**src/hw/rtl/tgad_pkg.sv**
```systemverilog
// Shared types and constants for the TGA true-color stream decoder.
package tgad_pkg;

  // Header layout
  localparam int unsigned HDR_BYTES  = 18;
  localparam logic [4:0]  HDR_LAST   = 5'd17;
  localparam logic [7:0]  TRUECOLOR_TYPE = 8'd2;
  localparam logic [7:0]  PIXEL_BITS = 8'd24;

  // Descriptor byte fields
  localparam logic [7:0] ATTR_MASK       = 8'h0F;
  localparam logic [7:0] RTL_MASK        = 8'h10;
  localparam logic [7:0] TOP_MASK        = 8'h20;
  localparam logic [7:0] INTERLEAVE_MASK = 8'hC0;

  // Raster limit register
  localparam int unsigned LIMIT_W     = 34;
  localparam logic [LIMIT_W-1:0] LIMIT_RESET = 34'd67108864;

  // Error codes
  localparam logic [3:0] ERR_NONE        = 4'd0;
  localparam logic [3:0] ERR_COLORMAPPED = 4'd1;
  localparam logic [3:0] ERR_MAPSPEC     = 4'd2;
  localparam logic [3:0] ERR_TYPE        = 4'd3;
  localparam logic [3:0] ERR_ORIGIN      = 4'd4;
  localparam logic [3:0] ERR_ZERO_DIM    = 4'd5;
  localparam logic [3:0] ERR_TOO_LARGE   = 4'd6;
  localparam logic [3:0] ERR_BPP         = 4'd7;
  localparam logic [3:0] ERR_ATTR        = 4'd8;
  localparam logic [3:0] ERR_RTL         = 4'd9;
  localparam logic [3:0] ERR_INTERLEAVE  = 4'd10;
  localparam logic [3:0] ERR_TRUNCATED   = 4'd11;
  localparam logic [3:0] ERR_TRAILING    = 4'd12;

  // One result item
  typedef struct packed {
    logic        is_error;
    logic [3:0]  error_code;
    logic [15:0] pixel_x;
    logic [15:0] pixel_y;
    logic [7:0]  red;
    logic [7:0]  green;
    logic [7:0]  blue;
    logic        image_done;
    logic [15:0] image_width;
    logic [15:0] image_height;
  } tgad_result_t;

endpackage

```
**src/hw/rtl/tga_truecolor_stream_decoder_core.sv**
```systemverilog
// Top level of the TGA true-color stream decoder: header check, ID skip, BGR to RGB pixels.
// Each result is registered into the output stage: out_q, or skid_q while the output stalls.
// Throughput: one byte per cycle while the skid is empty; per-byte work is counters and small compares.
// A two-entry output stage (register plus skid) keeps input requests flowing while a
// result waits; the header product w*h is registered and reused for the size check.
// Reset (rst, synchronous): waits for a new header, limit register set to 67108864.
module tga_truecolor_stream_decoder_core (
  input  logic                          clk,
  input  logic                          rst,
  // configuration write
  input  logic                          cfg_valid,
  output logic                          cfg_ready,
  input  logic [tgad_pkg::LIMIT_W-1:0]  cfg_data,
  // byte input
  input  logic                          in_valid,
  output logic                          in_ready,
  input  logic [7:0]                    data_byte,
  input  logic                          last_byte,
  // result output
  output logic                          out_valid,
  input  logic                          out_ready,
  output logic                          is_error,
  output logic [3:0]                    error_code,
  output logic [15:0]                   pixel_x,
  output logic [15:0]                   pixel_y,
  output logic [7:0]                    red,
  output logic [7:0]                    green,
  output logic [7:0]                    blue,
  output logic                          image_done,
  output logic [15:0]                   image_width,
  output logic [15:0]                   image_height
);
  import tgad_pkg::*;

  typedef enum logic [2:0] {
    PH_HEADER = 3'd0,
    PH_ID     = 3'd1,
    PH_RASTER = 3'd2,
    PH_END    = 3'd3,
    PH_DRAIN  = 3'd4
  } phase_t;

  // Control state
  phase_t              parse_phase, parse_phase_next;
  logic [4:0]          header_count, header_count_next;
  logic [7:0]          id_remaining, id_remaining_next;
  logic [15:0]         width_reg, width_reg_next;
  logic [15:0]         height_reg, height_reg_next;
  logic                top_first, top_first_next;
  logic [15:0]         column_count, column_count_next;
  logic [15:0]         row_count, row_count_next;
  logic [1:0]          byte_in_pixel, byte_in_pixel_next;
  logic [LIMIT_W-1:0]  max_raster_bytes;

  // Payload state
  logic [7:0]          header_store [0:HDR_BYTES-2];
  logic [7:0]          held_blue;
  logic [7:0]          held_green;
  logic [31:0]         area;

  // Output stage
  logic                skid_valid;
  tgad_result_t        out_q, skid_q, res;
  logic                res_valid;

  logic                accept;
  logic [15:0]         hdr_w, hdr_h;
  logic [LIMIT_W-1:0]  raster_size;
  logic [3:0]          hdr_code;
  logic [15:0]         col_inc, row_inc, flip_y;
  logic                row_wrap, frame_done;

  assign cfg_ready = 1'b1;
  assign in_ready  = !skid_valid;
  assign accept    = in_valid && in_ready;

  // Header fields from the stored bytes; the descriptor is the current byte
  assign hdr_w = {header_store[13], header_store[12]};
  assign hdr_h = {header_store[15], header_store[14]};
  assign raster_size = {1'b0, area, 1'b0} + {2'b00, area};

  always_comb begin
    if (header_store[1] != 8'd0) begin
      hdr_code = ERR_COLORMAPPED;
    end else if ((header_store[3] | header_store[4] | header_store[5] |
                  header_store[6] | header_store[7]) != 8'd0) begin
      hdr_code = ERR_MAPSPEC;
    end else if (header_store[2] != TRUECOLOR_TYPE) begin
      hdr_code = ERR_TYPE;
    end else if ((header_store[8] | header_store[9] | header_store[10] |
                  header_store[11]) != 8'd0) begin
      hdr_code = ERR_ORIGIN;
    end else if (hdr_w == 16'd0 || hdr_h == 16'd0) begin
      hdr_code = ERR_ZERO_DIM;
    end else if (raster_size > max_raster_bytes) begin
      hdr_code = ERR_TOO_LARGE;
    end else if (header_store[16] != PIXEL_BITS) begin
      hdr_code = ERR_BPP;
    end else if ((data_byte & ATTR_MASK) != 8'd0) begin
      hdr_code = ERR_ATTR;
    end else if ((data_byte & RTL_MASK) != 8'd0) begin
      hdr_code = ERR_RTL;
    end else if ((data_byte & INTERLEAVE_MASK) != 8'd0) begin
      hdr_code = ERR_INTERLEAVE;
    end else begin
      hdr_code = ERR_NONE;
    end
  end

  // Pixel position arithmetic
  assign col_inc    = column_count + 16'd1;
  assign row_inc    = row_count + 16'd1;
  assign row_wrap   = (col_inc == width_reg);
  assign frame_done = row_wrap && (row_inc == height_reg);
  assign flip_y     = height_reg - 16'd1 - row_count;

  // Next state and result for the byte on the input
  always_comb begin
    parse_phase_next   = parse_phase;
    header_count_next  = header_count;
    id_remaining_next  = id_remaining;
    width_reg_next     = width_reg;
    height_reg_next    = height_reg;
    top_first_next     = top_first;
    column_count_next  = column_count;
    row_count_next     = row_count;
    byte_in_pixel_next = byte_in_pixel;
    res_valid          = 1'b0;
    res                = '0;
    res.is_error       = 1'b1;

    unique case (parse_phase)
      PH_HEADER: begin
        if (header_count != HDR_LAST) begin
          header_count_next = header_count + 5'd1;
          if (last_byte) begin
            res_valid        = 1'b1;
            res.error_code   = ERR_TRUNCATED;
            header_count_next = '0;
          end
        end else begin
          header_count_next = '0;
          if (hdr_code != ERR_NONE) begin
            res_valid      = 1'b1;
            res.error_code = hdr_code;
            if (!last_byte) parse_phase_next = PH_DRAIN;
          end else begin
            width_reg_next  = hdr_w;
            height_reg_next = hdr_h;
            top_first_next  = (data_byte & TOP_MASK) != 8'd0;
            if (last_byte) begin
              res_valid      = 1'b1;
              res.error_code = ERR_TRUNCATED;
            end else begin
              id_remaining_next  = header_store[0];
              column_count_next  = '0;
              row_count_next     = '0;
              byte_in_pixel_next = '0;
              parse_phase_next   = (header_store[0] != 8'd0) ? PH_ID : PH_RASTER;
            end
          end
        end
      end
      PH_ID: begin
        if (last_byte) begin
          res_valid      = 1'b1;
          res.error_code = ERR_TRUNCATED;
        end else begin
          id_remaining_next = id_remaining - 8'd1;
          if (id_remaining == 8'd1) parse_phase_next = PH_RASTER;
        end
      end
      PH_RASTER: begin
        if (byte_in_pixel != 2'd2) begin
          byte_in_pixel_next = byte_in_pixel + 2'd1;
          if (last_byte) begin
            res_valid      = 1'b1;
            res.error_code = ERR_TRUNCATED;
          end
        end else if (last_byte && !frame_done) begin
          res_valid      = 1'b1;
          res.error_code = ERR_TRUNCATED;
        end else begin
          byte_in_pixel_next = '0;
          column_count_next  = row_wrap ? 16'd0 : col_inc;
          row_count_next     = row_wrap ? row_inc : row_count;
          res_valid          = 1'b1;
          res.is_error       = 1'b0;
          res.error_code     = ERR_NONE;
          res.pixel_x        = column_count;
          res.pixel_y        = top_first ? row_count : flip_y;
          res.red            = data_byte;
          res.green          = held_green;
          res.blue           = held_blue;
          res.image_done     = frame_done && last_byte;
          res.image_width    = width_reg;
          res.image_height   = height_reg;
          if (frame_done && !last_byte) parse_phase_next = PH_END;
        end
      end
      PH_END: begin
        res_valid      = 1'b1;
        res.error_code = ERR_TRAILING;
        if (!last_byte) parse_phase_next = PH_DRAIN;
      end
      default: begin
        // drain and unused codes: wait for the last byte
      end
    endcase

    // Return to header phase at the end of every stream
    if (last_byte) begin
      parse_phase_next   = PH_HEADER;
      header_count_next  = '0;
      id_remaining_next  = '0;
      column_count_next  = '0;
      row_count_next     = '0;
      byte_in_pixel_next = '0;
    end
  end

  // Hold control state, limit register and output stage
  always_ff @(posedge clk) begin
    if (rst) begin
      parse_phase      <= PH_HEADER;
      header_count     <= '0;
      id_remaining     <= '0;
      width_reg        <= '0;
      height_reg       <= '0;
      top_first        <= 1'b0;
      column_count     <= '0;
      row_count        <= '0;
      byte_in_pixel    <= '0;
      max_raster_bytes <= LIMIT_RESET;
      out_valid        <= 1'b0;
      skid_valid       <= 1'b0;
    end else begin
      if (cfg_valid && cfg_ready) max_raster_bytes <= cfg_data;
      if (accept) begin
        parse_phase   <= parse_phase_next;
        header_count  <= header_count_next;
        id_remaining  <= id_remaining_next;
        width_reg     <= width_reg_next;
        height_reg    <= height_reg_next;
        top_first     <= top_first_next;
        column_count  <= column_count_next;
        row_count     <= row_count_next;
        byte_in_pixel <= byte_in_pixel_next;
      end
      // load a new request, or advance the skid when a request leaves
      if (accept && res_valid) begin
        if (!out_valid || out_ready) out_valid  <= 1'b1;
        else                         skid_valid <= 1'b1;
      end else if (out_valid && out_ready) begin
        out_valid  <= skid_valid;
        skid_valid <= 1'b0;
      end
    end
  end

  // Payload registers: header bytes, held channels, area product, result data
  always_ff @(posedge clk) begin
    area <= {16'd0, hdr_w} * {16'd0, hdr_h};
    if (accept && parse_phase == PH_HEADER && header_count != HDR_LAST) begin
      header_store[header_count] <= data_byte;
    end
    if (accept && parse_phase == PH_RASTER) begin
      if (byte_in_pixel == 2'd0) held_blue  <= data_byte;
      if (byte_in_pixel == 2'd1) held_green <= data_byte;
    end
    if (accept && res_valid) begin
      if (!out_valid || out_ready) out_q  <= res;
      else                         skid_q <= res;
    end else if (out_valid && out_ready) begin
      out_q <= skid_q;
    end
  end

  assign is_error     = out_q.is_error;
  assign error_code   = out_q.error_code;
  assign pixel_x      = out_q.pixel_x;
  assign pixel_y      = out_q.pixel_y;
  assign red          = out_q.red;
  assign green        = out_q.green;
  assign blue         = out_q.blue;
  assign image_done   = out_q.image_done;
  assign image_width  = out_q.image_width;
  assign image_height = out_q.image_height;

endmodule

```
**config.mk**
```make
export PLATFORM = sky130hd
export DESIGN_NAME = tga_truecolor_stream_decoder_core
export DESIGN_NICKNAME = d
export VERILOG_FILES = /design/src/hw/rtl/tgad_pkg.sv /design/src/hw/rtl/tga_truecolor_stream_decoder_core.sv
export SDC_FILE = /design/constraint.sdc
export NUM_CORES = 1
export LEC_CHECK = 0
export ABC_AREA = 1
export BUFFER_PORTS_ARGS = -buffer_cell sky130_fd_sc_hd__buf_2
export CAP_MARGIN = 10
export CORE_MARGIN = 1.5
export CORE_UTILIZATION = 45
export CTS_CLUSTER_SIZE = 10
export DETAILED_ROUTE_END_ITERATION = 8
export MAX_ROUTING_LAYER = met4
export SLEW_MARGIN = 10
export SYNTH_ARGS = -nofsm -noshare
export SYNTH_HDL_FRONTEND = slang
export SYNTH_SLANG_ARGS = --single-unit
```
**constraint.sdc**
```tcl
create_clock -name clk -period 18.5 [get_ports clk]
set_input_delay 3.7 -clock clk [delete_from_list [all_inputs] [get_ports clk]]
set_output_delay 3.7 -clock clk [all_outputs]
set_load 0.01 [all_outputs]
```
==> impl_results.md <==
* Largest net degree at the start of global routing at 102
* TNS Setup at 0 ps
* Total clock sinks at 491
* RSZ-0062 raised after global routing: no
* Later-pin clock latency in the skew report at 640 ps
* Worst r2r path cells at 35
* Critical path type: flip-flop to flip-flop
* Peak VDD IR at 0.00006870 V
* CP arrival at 7770 ps
* Root Buffer: clkbuf_16
* Core area at 68950 µm²
* DP Worst Slack at 10600 ps
* Mapped Cells at 3590
* # rows at 96
* RR Startpoint: area[2]$_DFF_P_
* Chip height at 267.4 µm
* Final worst slack at 10960 ps
* Synth warn at 0
* Total die area at 71510 µm²
* Sequential power share at 0.497
* Synth top area share at 0.3245
* Tcrit/Tclk final at 0.4076
* Drt first-iter violations at 1317
* Sequential cell area at 13230 µm²
* Synth-to-layout area growth at 10.48%
* Synth cell types at 52
* Vias per cell at 4.982
* Hold Path Stages at 2
* CP max-delay cell: o21ai_4
* EDFF count, synth at 340
* Worst Path Max Fanout at 72
* Endpoint class of the critical path: flip-flop
* Post-route design area at 34760 µm²
* Share of cells above drive strength 1 at 0.07250
* DRC errors left at 0
* HP Start: max_raster_bytes[5]$_SDFFE_PP0P_
* Total congestion overflow at 0
* GPL Wtd Cong at 0.9236
* Max incr delay on CP at 970 ps
* Syn avg cell area at 8.763 µm²
* R2r setup slk at 10960 ps
* Multi-input combinational cell area at 15340 µm²
* Logic pwr share at 0.055
* Leakage at 16.53 nW
* Post_cts resized at 0
* Post-synth ARST share at 0
* Non-Filler Instances at 4655
* Most frequent CP cell: nand2_1
* Post-detail-place hpwl at 52520 µm
* Worst-path clk slew at 50 ps
* Largest cells by area after synthesis: edfxtp_1, fa_1, nand2_1
* Vias at 23190
* Worst-Margin Slew at 1020 ps
* Final hold viol count at 0
* Mapped Area at 31460 µm²
* Internal at 1.891 mW
* Worst Path Required at 18730 ps
* Port Buf Inserts at 143
* Clk_skew at 47.54 ps
* Regs by FF count: header_store: 136 flops, skid_q: 94 flops, max_raster_bytes: 34 flops
* Max reg flops at 136
* Diode count at 0
* Post-DRT Antenna Nets at 0
* Outcome: finished, final reports clean
* Number of synthesized register bits at 491
* NetSw at 0.5514 mW
* TritonCTS clock tree: yes
* Per-cell routed wire length at 15.53 µm
* Io pins at 145
* Most frequent cell after synthesis: nand2_1
* Chip width at 267.4 µm
* Synth area leader: edfxtp_1
* Syn nets at 4027
* Max Root-Sink Buffers at 3
* Drt pass-1 iters at 7
* Nets at 4113
* Final Max Tran Viols at 0
* Vias in the first global route at 22670
* Max Freq at 0.1326 GHz
* First-pass GRT wire length at 118200 µm
* Clk network pwr share at 0.447
* Fillers at 6590
* Rel. slew slack at 0.3176
* Post-CTS Setup Bufs at 0
* H-tree lvl count at 2
* Sequential area share after synthesis at 0.4206
* Switching share of power at 0.2257
* RR Endpoint: image_width[12]$_DFFE_PP_
* Hold Path End: max_raster_bytes[5]$_SDFFE_PP0P_
* Setup violators final at 0
* Initial core utilization at 0.4563
* Post-synth top cells: nand2_1, inv_1, edfxtp_1
* Gr usage total at 0.2135
* Power Dens Cells at 70.27 nW/µm²
* CTS Hold Buffers Added at 0
* Min-delay worst type: flip-flop to flip-flop
* CTS buffer count at 59
* Post-layout min period at 7541 ps
* Initial antenna violation count at 0
* Crit start category: flip-flop
* Placed cells at 4546
* Most used DFF post-synth: edfxtp_1
* Total of max-cap violations at 0
* Largest Register: header_store
* Routed WL at 72290 µm
* Dpl cell area at 32920 µm²
-- placed cells by master (no fill, tap or decap), types with 60 or more instances in the layout --
cell      Yosys  routed
o21ai_0     127     126
nand2_1     946     946
dfxtp_1     151     151
a21oi_1     164     164
xor2_1       60      60
inv_1       614     613
nor2_1      271     271
fa_1        196     196
o21ai_1      65      65
ha_1        193     193
nand3_1      87      87
edfxtp_1    340     340
buf_2        23     143
-- power by group through the flow --
stage	logic (mW)	registers [mW]	clock network (mW)
2_1_floorplan	0.0827	1.25	0
3_3_place_gp	0.134	1.24	0
3_5_place_dp	0.136	1.24	0
4_1_cts	0.137	1.22	1.12
5_1_grt	0.155	1.22	1.16
6_report	0.135	1.21	1.09
-- metrics by stage --
step,power [mW],hold slack [ps],utilization
2_1_floorplan,1.328,435.4,-
3_3_place_gp,1.372,455.5,0.4775
3_5_place_dp,1.374,460.6,0.4775
4_1_cts,2.467,469.2,0.5041
5_1_grt,2.531,485.1,0.5041
6_report,2.442,464.5,0.5041
-- worst max-delay path, delay by kind of cell (launching register included) --
family / cells / cell delay (ps)
adders and majority gates: 2 / 620
DFF: 1 / 330
buffers and inverters: 2 / 780
and+or+nand+nor: 21 / 2240
AOI/OAI and AO/OA: 10 / 3070
-- cells by family after synthesis --
kind of cell	after synthesis	share of synthesized area
fa+ha+maj	389	0.2015
buf+inv	758	0.09255
simple gates	1445	0.1882
compound gates	416	0.07159
xor+xnor	90	0.02549
flops	491	0.4206
other cells	1	0.0001192
-- routing by layer --
layer | routed length (µm) | track usage | up-vias
li1 | - | - | 11600
met1 | 33110 | 0.2779 | 10990
met2 | 34650 | 0.3565 | 494
met3 | 2868 | 0.02133 | 107
met4 | 1662 | 0.05636 | 0
met5 | 0 | - | -
-- area by class of cell --
class | instances | area share
inverter | 622 | 0.06721
timing repair buffer | 161 | 0.02448
clock inverter | 9 | 0.003888
sequential | 491 | 0.3807
tap | 931 | 0.03351
multi-input combinational | 2341 | 0.4413
clock buffer | 100 | 0.04892
-- worst max-delay path by stage --
stage	startpoint	end	slack [ps]
final	area[2]$_DFF_P_	image_width[12]$_DFFE_PP_	10960
after global routing	area[2]$_DFF_P_	image_width[7]$_DFFE_PP_	10160
after CTS	area[2]$_DFF_P_	image_width[7]$_DFFE_PP_	10920
after detailed placement	last_byte	image_width[2]$_DFFE_PP_	10600
after global placement	last_byte	image_width[2]$_DFFE_PP_	10620
after floorplan	data_byte[2]	blue[0]$_DFFE_PP_	6310
Power figures use the tool's default switching activity.
